<file path="config.mk">
export PLATFORM = sky130hd
export DESIGN_NAME = nmea_sentence_deframer_unit
export DESIGN_NICKNAME = d
export VERILOG_FILES = /design/src/nsd_pkg.sv /design/src/nmea_sentence_deframer_unit.sv
export SDC_FILE = /design/constraint.sdc
export NUM_CORES = 1
export LEC_CHECK = 0
export BUFFER_PORTS_ARGS = -buffer_cell sky130_fd_sc_hd__buf_2
export CORE_ASPECT_RATIO = 0.8
export CORE_MARGIN = 3
export CORE_UTILIZATION = 47
export CTS_BUF_LIST = sky130_fd_sc_hd__clkbuf_8 sky130_fd_sc_hd__clkbuf_16
export CTS_CLUSTER_DIAMETER = 30
export DETAILED_ROUTE_END_ITERATION = 12
export GPL_ROUTABILITY_DRIVEN = 0
export PLACE_DENSITY = 0.68
export SLEW_MARGIN = 40
export SYNTH_ARGS = -nofsm -noshare
export SYNTH_HDL_FRONTEND = slang
export SYNTH_SLANG_ARGS = --single-unit
</file>
<file path="constraint.sdc">
create_clock -name clock -period 10.02 [get_ports clock]
set_clock_uncertainty 0.15 [all_clocks]
set_input_delay 3.006 -clock clock [delete_from_list [all_inputs] [get_ports clock]]
set_output_delay 3.006 -clock clock [all_outputs]
set_load 0.02 [all_outputs]
</file>
<file path="src/nsd_pkg.sv">
`timescale 1ns / 1ps
// ----------------------------------------------------------------------------
// NMEA sentence deframer package
// Parse phases, status codes and field widths shared by the deframer and its
// port checker.
// ----------------------------------------------------------------------------
package nsd_pkg;

   localparam int TALKER_CHARS = 5;
   localparam int TALKER_W = TALKER_CHARS * 8;
   localparam int SEEN_W = 3;

   localparam logic [7:0] MAX_PAYLOAD_RESET = 8'd80;

   localparam logic [7:0] CHAR_START = 8'h24;
   localparam logic [7:0] CHAR_STAR = 8'h2A;
   localparam logic [7:0] CHAR_CR = 8'h0D;
   localparam logic [7:0] CHAR_LF = 8'h0A;

   localparam logic KIND_PAYLOAD = 1'b0;
   localparam logic KIND_REPORT = 1'b1;

   localparam logic [1:0] ST_OK = 2'd0;
   localparam logic [1:0] ST_BADHEX = 2'd1;
   localparam logic [1:0] ST_NOCRLF = 2'd2;
   localparam logic [1:0] ST_OVERLONG = 2'd3;

   typedef enum logic [2:0] {
      PH_HUNT,
      PH_TALKER,
      PH_SEP,
      PH_PAYLOAD,
      PH_CKHI,
      PH_CKLO,
      PH_CR,
      PH_LF
   } phase_type;

endpackage

</file>
<file path="src/nmea_sentence_deframer_unit.sv">
`timescale 1ns / 1ps
// ----------------------------------------------------------------------------
// NMEA sentence deframer
// A result is registered: it appears in the output register in the cycle after its beat.
// Throughput: one character per cycle while results are taken; the single output
// register frees as its result is taken, and a stalled result holds back the input.
// Reset: synchronous, active high; returns to hunting for the start
// character, clears the sentence state and sets the length limit to 80.
// ----------------------------------------------------------------------------
module nmea_sentence_deframer_unit (
   input  logic                        clock,
   input  logic                        reset,
   input  logic                        req_valid,
   output logic                        req_ready,
   input  logic [7:0]                  req_rx_byte,
   output logic                        rsp_valid,
   input  logic                        rsp_ready,
   output logic                        rsp_item_kind,
   output logic [7:0]                  rsp_payload_char,
   output logic [nsd_pkg::TALKER_W-1:0] rsp_talker_id,
   output logic                        rsp_checksum_ok,
   output logic [1:0]                  rsp_frame_status,
   output logic [7:0]                  rsp_payload_count,
   input  logic                        csr_wr_en,
   input  logic [7:0]                  csr_wr_data
);

   nsd_pkg::phase_type phase_ff, phase_in;
   logic [nsd_pkg::TALKER_W-1:0] talker_ff, talker_in;
   logic [nsd_pkg::SEEN_W-1:0] seen_ff, seen_in;
   logic [7:0] xor_ff, xor_in;
   logic [7:0] sum_ff, sum_in;
   logic [7:0] count_ff, count_in;
   logic [7:0] max_len_ff;

   logic                        rsp_valid_ff;
   logic                        kind_ff, kind_in;
   logic [7:0]                  char_ff, char_in;
   logic [nsd_pkg::TALKER_W-1:0] talker_out_ff;
   logic                        ok_ff, ok_in;
   logic [1:0]                  status_ff, status_in;
   logic [7:0]                  count_out_ff, count_out_in;
   logic                        res_valid;

   logic                        accept;
   logic [7:0]                  c;
   logic                        hex_ok;
   logic [3:0]                  hex_val;
   logic                        is_start;
   logic                        overlong;
   logic                        sum_match;

   assign c = req_rx_byte;
   assign req_ready = !rsp_valid_ff || rsp_ready;
   assign accept = req_valid && req_ready;
   assign is_start = (c == nsd_pkg::CHAR_START);
   assign overlong = (count_ff >= max_len_ff);
   assign sum_match = (sum_ff == xor_ff);

   always_comb begin
      hex_ok = 1'b1;
      hex_val = 4'd0;
      if (c inside {[8'h30:8'h39]}) begin
         hex_val = c[3:0];
      end else if (c inside {[8'h41:8'h46], [8'h61:8'h66]}) begin
         hex_val = c[3:0] + 4'd9;
      end else begin
         hex_ok = 1'b0;
      end
   end

   always_comb begin
      phase_in = phase_ff;
      if (accept) begin
         if (is_start) begin
            phase_in = nsd_pkg::PH_TALKER;
         end else begin
            case (phase_ff)
               nsd_pkg::PH_TALKER: begin
                  if (seen_ff == nsd_pkg::SEEN_W'(nsd_pkg::TALKER_CHARS - 1))
                     phase_in = nsd_pkg::PH_SEP;
               end
               nsd_pkg::PH_SEP: phase_in = nsd_pkg::PH_PAYLOAD;
               nsd_pkg::PH_PAYLOAD: begin
                  if (c == nsd_pkg::CHAR_STAR) phase_in = nsd_pkg::PH_CKHI;
                  else if (overlong) phase_in = nsd_pkg::PH_HUNT;
               end
               nsd_pkg::PH_CKHI: phase_in = hex_ok ? nsd_pkg::PH_CKLO : nsd_pkg::PH_HUNT;
               nsd_pkg::PH_CKLO: phase_in = hex_ok ? nsd_pkg::PH_CR : nsd_pkg::PH_HUNT;
               nsd_pkg::PH_CR: begin
                  phase_in = (c == nsd_pkg::CHAR_CR) ? nsd_pkg::PH_LF : nsd_pkg::PH_HUNT;
               end
               nsd_pkg::PH_LF: phase_in = nsd_pkg::PH_HUNT;
               default: phase_in = phase_ff;
            endcase
         end
      end
   end

   always_comb begin
      talker_in = talker_ff;
      seen_in = seen_ff;
      xor_in = xor_ff;
      sum_in = sum_ff;
      count_in = count_ff;
      res_valid = 1'b0;
      kind_in = nsd_pkg::KIND_REPORT;
      char_in = 8'd0;
      ok_in = 1'b0;
      status_in = nsd_pkg::ST_OK;
      count_out_in = count_ff;
      if (accept) begin
         if (is_start) begin
            talker_in = '0;
            seen_in = '0;
            xor_in = '0;
            sum_in = '0;
            count_in = '0;
         end else begin
            case (phase_ff)
               nsd_pkg::PH_TALKER: begin
                  xor_in = xor_ff ^ c;
                  talker_in = {talker_ff[nsd_pkg::TALKER_W-9:0], c};
                  seen_in = seen_ff + 1'b1;
               end
               nsd_pkg::PH_SEP: xor_in = xor_ff ^ c;
               nsd_pkg::PH_PAYLOAD: begin
                  if (c != nsd_pkg::CHAR_STAR) begin
                     res_valid = 1'b1;
                     if (overlong) begin
                        status_in = nsd_pkg::ST_OVERLONG;
                     end else begin
                        xor_in = xor_ff ^ c;
                        count_in = count_ff + 8'd1;
                        count_out_in = count_ff + 8'd1;
                        kind_in = nsd_pkg::KIND_PAYLOAD;
                        char_in = c;
                     end
                  end
               end
               nsd_pkg::PH_CKHI: begin
                  if (hex_ok) sum_in = {hex_val, 4'd0};
                  else begin
                     res_valid = 1'b1;
                     status_in = nsd_pkg::ST_BADHEX;
                  end
               end
               nsd_pkg::PH_CKLO: begin
                  if (hex_ok) sum_in = {sum_ff[7:4], hex_val};
                  else begin
                     res_valid = 1'b1;
                     status_in = nsd_pkg::ST_BADHEX;
                  end
               end
               nsd_pkg::PH_CR: begin
                  if (c != nsd_pkg::CHAR_CR) begin
                     res_valid = 1'b1;
                     ok_in = sum_match;
                     status_in = nsd_pkg::ST_NOCRLF;
                  end
               end
               nsd_pkg::PH_LF: begin
                  res_valid = 1'b1;
                  ok_in = sum_match;
                  status_in = (c == nsd_pkg::CHAR_LF) ? nsd_pkg::ST_OK : nsd_pkg::ST_NOCRLF;
               end
               default: res_valid = 1'b0;
            endcase
         end
      end
   end

   always_ff @(posedge clock) begin
      if (reset) begin
         phase_ff <= nsd_pkg::PH_HUNT;
         talker_ff <= '0;
         seen_ff <= '0;
         xor_ff <= '0;
         sum_ff <= '0;
         count_ff <= '0;
         max_len_ff <= nsd_pkg::MAX_PAYLOAD_RESET;
         rsp_valid_ff <= 1'b0;
      end else begin
         phase_ff <= phase_in;
         talker_ff <= talker_in;
         seen_ff <= seen_in;
         xor_ff <= xor_in;
         sum_ff <= sum_in;
         count_ff <= count_in;
         if (csr_wr_en) max_len_ff <= csr_wr_data;
         if (accept) rsp_valid_ff <= res_valid;
         else if (rsp_ready) rsp_valid_ff <= 1'b0;
      end
   end

   always_ff @(posedge clock) begin
      if (accept && res_valid) begin
         kind_ff <= kind_in;
         char_ff <= char_in;
         talker_out_ff <= talker_ff;
         ok_ff <= ok_in;
         status_ff <= status_in;
         count_out_ff <= count_out_in;
      end
   end

   assign rsp_valid = rsp_valid_ff;
   assign rsp_item_kind = kind_ff;
   assign rsp_payload_char = char_ff;
   assign rsp_talker_id = talker_out_ff;
   assign rsp_checksum_ok = ok_ff;
   assign rsp_frame_status = status_ff;
   assign rsp_payload_count = count_out_ff;

endmodule

</file>
==> results of run 1 <==
power by group through the flow:
| stage | clock network [mW] | registers [mW] | logic (mW) |
|---|---|---|---|
| final | 0.616 | 0.597 | 0.0528 |
| after global routing | 0.650 | 0.597 | 0.0586 |
| after CTS | 0.625 | 0.597 | 0.0524 |
| after detailed placement | 0 | 0.609 | 0.0521 |
| after global placement | 0 | 0.609 | 0.0494 |
| after floorplan | 0 | 0.607 | 0.0357 |
through the flow:
| stage | area, sq um | worst slack [ns] |
|---|---|---|
| floorplan | 5712 | 3.610 |
| global placement | 6242 | 3.401 |
| detailed placement | 6280 | 3.364 |
| CTS | 6865 | 3.364 |
| global route | 6865 | 3.327 |
| finish | 6865 | 3.372 |
area by class of cell:
type / count / share of cell area
timing repair buffer: 87 / 0.06743
multi-input combinational: 340 / 0.3133
tap: 148 / 0.02697
clock buffer: 18 / 0.06397
inverter: 26 / 0.01422
sequential: 139 / 0.4928
clock inverter: 14 / 0.02132
flip-flops by register name, indices dropped and copies added, names as in the netlist:
signal / flops
talker_ff: 40
count_ff: 8
xor_ff: 8
rsp_valid: 1
rsp_checksum_ok: 1
rsp_payload_count: 8
rsp_talker_id: 40
sum_ff: 8
seen_ff: 3
phase_ff: 3
max_len_ff: 8
rsp_item_kind: 1
rsp_frame_status: 2
rsp_payload_char: 8
worst min-delay path by stage:
stage | slack (ns) | endpoint | depth (start not counted) | startpoint
after floorplan | 0.26 | rsp_talker_id[32] | 0 | talker_ff[32]
after global placement | 0.26 | rsp_talker_id[33] | 0 | talker_ff[33]
after detailed placement | 0.27 | rsp_talker_id[38] | 0 | talker_ff[38]
after CTS | 0.29 | rsp_talker_id[38] | 0 | talker_ff[38]
after global routing | 0.30 | rsp_talker_id[33] | 0 | talker_ff[33]
final | 0.29 | rsp_talker_id[33] | 0 | talker_ff[33]
metal layers:
metal / wire, um / up-vias
met5: 0 / -
met1: 5980 / 2080
li1: - / 2077
met4: 156 / 0
met2: 5858 / 192
met3: 1012 / 12
cell usage in the layout (no fill, tap or decap), drive strengths merged, types with 5 or more instances in the layout:
| master | count |
|---|---|
| xor2 | 8 |
| a22oi | 37 |
| nand2 | 29 |
| o211ai | 7 |
| nor2 | 90 |
| nor3 | 5 |
| edfxtp | 60 |
| nand2b | 5 |
| nor4 | 5 |
| a211oi | 9 |
| dfxtp | 79 |
| ha | 15 |
| a21oi | 23 |
| buf | 87 |
| mux2i | 7 |
| nand4 | 9 |
| xnor2 | 14 |
| nand3 | 8 |
| o21ai | 12 |
| or3 | 5 |
| inv | 31 |
| clkbuf | 18 |
logic make-up (layout without fill, tap and decap cells):
| logic type | after synthesis | in the layout |
|---|---|---|
| compound gates | 118 | 118 |
| xor+xnor | 22 | 22 |
| fa+ha+maj | 15 | 15 |
| buf+inv | 53 | 145 |
| flops | 139 | 139 |
| mux | 8 | 8 |
| simple gates | 177 | 177 |
critical path, stage by stage:
cell and delay [ns]:
buf_2 0.10, nor2b_1 0.15, inv_1 0.08, buf_2 0.16
==> results_dict.tcl, run 1 <==
set metrics [dict create \
    yosysMostFrequentCell "nor2_1" \
    place_inst 740 \
    antenna_found_initial 0 \
    power_mw 1.265 \
    synth.area.top_cells "edfxtp_1, dfxtp_1, nor2_1, a22oi_1, ha_1" \
    crit_start "rsp_ready" \
    numCtsBuffers 17 \
    die_w_um 129.3 \
    synth-xor-area-share 0.03373 \
    clock_sinks 139 \
    cts_buffer_depth 2 \
    ir_drop_mv 0.1107 \
    drtIter0Drc 417 \
    synth_fa_ha_area_frac 0.03286 \
    synth_edf_count 60 \
    synthesis.nets 568 \
    async_flop_share 0 \
    use_met2 0.2925 \
    drv_slew 0 \
    areaGrowthSynthToFinish_pct 20.20 \
    hpwlAfterDp_mm 8.711 \
    grt_pass1_wl_mm 21.37 \
    synth_compound_area_frac 0.1474 \
    fmax_ghz 0.1504 \
    cts.htree.levels 4 \
    synth_top_cell_by_area "edfxtp_1" \
    grtUsageMet1 0.2842 \
    ys_top_cells_by_count "nor2_1, dfxtp_1, edfxtp_1" \
    synthFlopType "dfxtp_1" \
    wl_mm 13.01 \
    design.core.area_sq_um 11690 \
    grt-busiest-layer "met2" \
    power_switching_uw 281.4 \
    root_buffer "clkbuf_16" \
    die_y_um 104.6 \
    synth_mux_area_frac 0.01424 \
    finalCriticalPeriod_ns 6.648 \
    drt_first_pass_iters 5 \
    drive_gt1_frac 0.2147 \
    finalHoldViolations 0 \
    worst_pin_slew_ns 0.8539 \
    hold_slack_ns 0.2866 \
    drc 0 \
    max-slew-margin-rel 0.4293 \
    post_cts_buffers 0 \
    r2r_slack_ns 6.93 \
    syn_area_per_cell_sq_um 10.74 \
    fin_nets 647 \
    pwr-share-clk 0.487 \
    endpoint_kind "output pin" \
    fin_setup_tns_ns 0 \
    status "completed" \
    detail_route.vias_per_cell 5.649 \
    synth_cells 532 \
    postCtsHoldBufs 0 \
    clk_pin_slew_ns 0.06 \
    reg2reg_depth 8 \
    synth-seq-area-share 0.5923 \
    cts_resized 0 \
    ys_ff_latch 139 \
    grt_pass1_vias 4254 \
    arrival_ns 3.49 \
    leakagePower_nw 2.630 \
    setup_viol 0 \
    period_share 0.6634 \
    combPwrFrac 0.042 \
    maxCapViolCount 0 \
    cp-endpoint "req_ready" \
    regArea_sq_um 3383 \
    vias 4361 \
    rows 35 \
    ys_warn_count 0 \
    io_buffers 82 \
    ant_nets 0 \
    power_density_nw_per_um2 184.3 \
    crit_fanout 3 \
    fp.dieArea_sq_um 13520 \
    avgRoutedWirePerCell_um 16.85 \
    insertion_delay_ns 0.42 \
    overflow 0 \
    fin_util 0.5872 \
    r2r-start "count_ff[2]" \
    num_io_pins 83 \
    synth_top_family_by_area "compound AO/OA/AOI/OAI gates" \
    grt_max_degree 67 \
    cp-start-kind "primary input" \
    criticalPathCategory "in -> out" \
    multi_input_area_sq_um 2151 \
    synthSimpleGateAreaFrac 0.1441 \
    intPower_uw 983.7 \
    seq_power_share 0.472 \
    grtUsageTotal 0.1995 \
    crit_required_ns 6.86 \
    synth_top_area_frac 0.3154 \
    synth_area_sq_um 5712 \
    p_sw_frac 0.2224 \
    synth_cell_types 58 \
    final_cells 772 \
    start_util 0.4885 \
    diodes 0 \
    grt_use_met3 0.06030 \
    hold_class "reg -> reg" \
    fill_cells 965 \
    rr_endpoint "count_ff[3]" \
    cts_tree "built" \
    rsz0062_at_grt "no" \
]
(Power assumes the default switching activity.)
==> run 2: changes to the inputs <==
==> constraint.sdc (replaced) <==
create_clock -name clock -period 6.15 [get_ports clock]
set_clock_uncertainty 0.15 [all_clocks]
set_input_delay 1.845 -clock clock [delete_from_list [all_inputs] [get_ports clock]]
set_output_delay 1.845 -clock clock [all_outputs]
set_load 0.02 [all_outputs]
==> run 2 against run 1 <==
Compared with the run above: global-route usage down 0.42 points; die area unchanged; first-iteration DRC count up 25%; count of clock-buffer cells in the layout down 1; worst setup slack worse by 1.7 ns; worst hold slack better by 0.0017 ns; via count up 0.73%; sequential share of layout area up 0.32 points; flip-flop and latch count unchanged; final area down 0.64%; largest cell class unchanged; largest power group is now sequential cells.
==> results_dict.tcl, run 2 (synthesis gave the netlist of run 1 again) <==
set metrics [dict create \
    layout_common_cells "nor2_1, buf_2, dfxtp_1" \
    maxCapViolCount 0 \
    holdPathEnd "rsp_talker_id[37]" \
    endpoint_kind "register" \
    start_util 0.4885 \
    rr_endpoint "count_ff[5]" \
    grtUsageTotal 0.1953 \
    antenna_found_initial 0 \
    cts_resized 0 \
    cts.htree.levels 4 \
    rsz0062_at_grt "no" \
    drtIter0Drc 521 \
    place_inst 740 \
    r2r_slack_ns 3.15 \
    num_io_pins 83 \
    areaGrowthSynthToFinish_pct 19.43 \
    numCtsBuffers 17 \
    reg2reg_depth 8 \
    diodes 0 \
    drv_slew 0 \
    die_y_um 104.6 \
    hold_class "reg -> reg" \
    worst_pin_slew_ns 0.8282 \
    regArea_sq_um 3383 \
    power_density_nw_per_um2 295.1 \
    leakagePower_nw 2.608 \
    power_mw 2.013 \
    drc 0 \
    grt_max_degree 67 \
    cts_buffer_depth 2 \
    drive_gt1_frac 0.2179 \
    drt_first_pass_iters 5 \
    multi_input_area_sq_um 2155 \
    finalCriticalPeriod_ns 4.497 \
    stdcell_area_sq_um 6822 \
    fill_cells 959 \
    place_area_sq_um 6265 \
    detail_route.vias_per_cell 5.690 \
    ant_nets 0 \
    postCtsHoldBufs 0 \
    root_buffer "clkbuf_16" \
    clock_sinks 139 \
    rows 35 \
    crit_fanout 23 \
    r2r-start "count_ff[3]" \
    fin_nets 647 \
    cts_tree "built" \
    final_common_cell "nor2_1" \
    cp-start-kind "primary input" \
    hpwlAfterDp_mm 8.969 \
    slowest_stage "nor4b_1" \
    insertion_delay_ns 0.41 \
    final_cells 772 \
    fp.dieArea_sq_um 13520 \
    die_w_um 129.3 \
    status "completed" \
    crit_chain "buf_2 > nor4b_1 > nand4_1 > nand2_1 > a21o_1 > o21ba_2 > buf_4" \
    pre_cts_ws_ns 1.361 \
    design.core.area_sq_um 11690 \
    slowest_delay_ns 0.63 \
    post_cts_buffers 0 \
    finalHoldViolations 0 \
    crit_required_ns 6.14 \
    min_delay_path_depth 0 \
    grt_pass1_vias 4172 \
    fin_setup_tns_ns 0 \
    criticalPathCategory "in -> reg" \
    wl_mm 13.17 \
    fmax_ghz 0.2224 \
    ir_drop_mv 0.2494 \
    clk_pin_slew_ns 0.07 \
    setup_viol 0 \
    overflow 0 \
    period_share 0.7312 \
    avgRoutedWirePerCell_um 17.06 \
    vias 4393 \
    grt_pass1_wl_mm 20.91 \
    arrival_ns 4.49 \
    max-slew-margin-rel 0.4470 \
    hold_start "talker_ff[37]" \
    io_buffers 82 \
    fin_ws_ns 1.653 \
]
## run 2: changes by cell type in the layout (fill, tap and decap cells not counted)
cell	change
buf_4	+2
buf_8	-2
bufinv_16	-2
clkbuf_8	-1
clkinv_1	+1
clkinv_2	-1
clkinvlp_4	-1
inv_1	-2
inv_6	+4
inv_8	+2
o21ai_1	-1
o21ai_2	+1
## run 2: metal layers
metal	wire length (um)	vias up	global-route usage
li1	-	2075	-
met1	5849	2115	0.2672
met2	6034	184	0.3003
met3	1086	19	0.04957
met4	196	0	0.07046
met5	0	-	0
## run 2: layout make-up
cell class / instances / area share
Clock buffer: 17 / 0.06236
Clock inverter: 15 / 0.01871
Timing Repair Buffer: 87 / 0.06566
Sequential cell: 139 / 0.4960
Tap cell: 148 / 0.02715
Multi-Input combinational cell: 340 / 0.3158
Inverter: 26 / 0.01431
## run 2: how the worst max path moves through the flow
stage                        start             endpoint  slack (ns)  depth (start not counted)
detailed placement  req_rx_byte[0]    rsp_talker_id[38]        1.36                          9
global placement    req_rx_byte[0]    rsp_talker_id[38]        1.49                          9
global route        req_rx_byte[3]  rsp_payload_char[2]        1.61                          7
CTS                 req_rx_byte[0]  rsp_payload_char[2]        1.79                          9
floorplan           req_rx_byte[0]      rsp_checksum_ok        1.62                          7
finish              req_rx_byte[3]  rsp_payload_char[2]        1.65                          7
## run 2: power by group
part           leakage (nW)  switching, mW  internal [mW]
combinational          1.15         0.0566         0.0290
clock                 0.264          0.426          0.529
sequential             1.20        0.00781          0.964
## run 2: critical path: cells and delay by family
family / cells / cell delay [ns]
buffers and inverters: 2 / 0.45
AOI/OAI and AO/OA: 2 / 0.49
and+or+nand+nor: 3 / 1.69
## run 2: through the flow
step	hold slack, ns	util
floorplan	0.2591	-
global placement	0.2650	0.5352
detailed placement	0.2727	0.5358
CTS	0.2895	0.5831
global route	0.2981	0.5834
finish	0.2883	0.5834
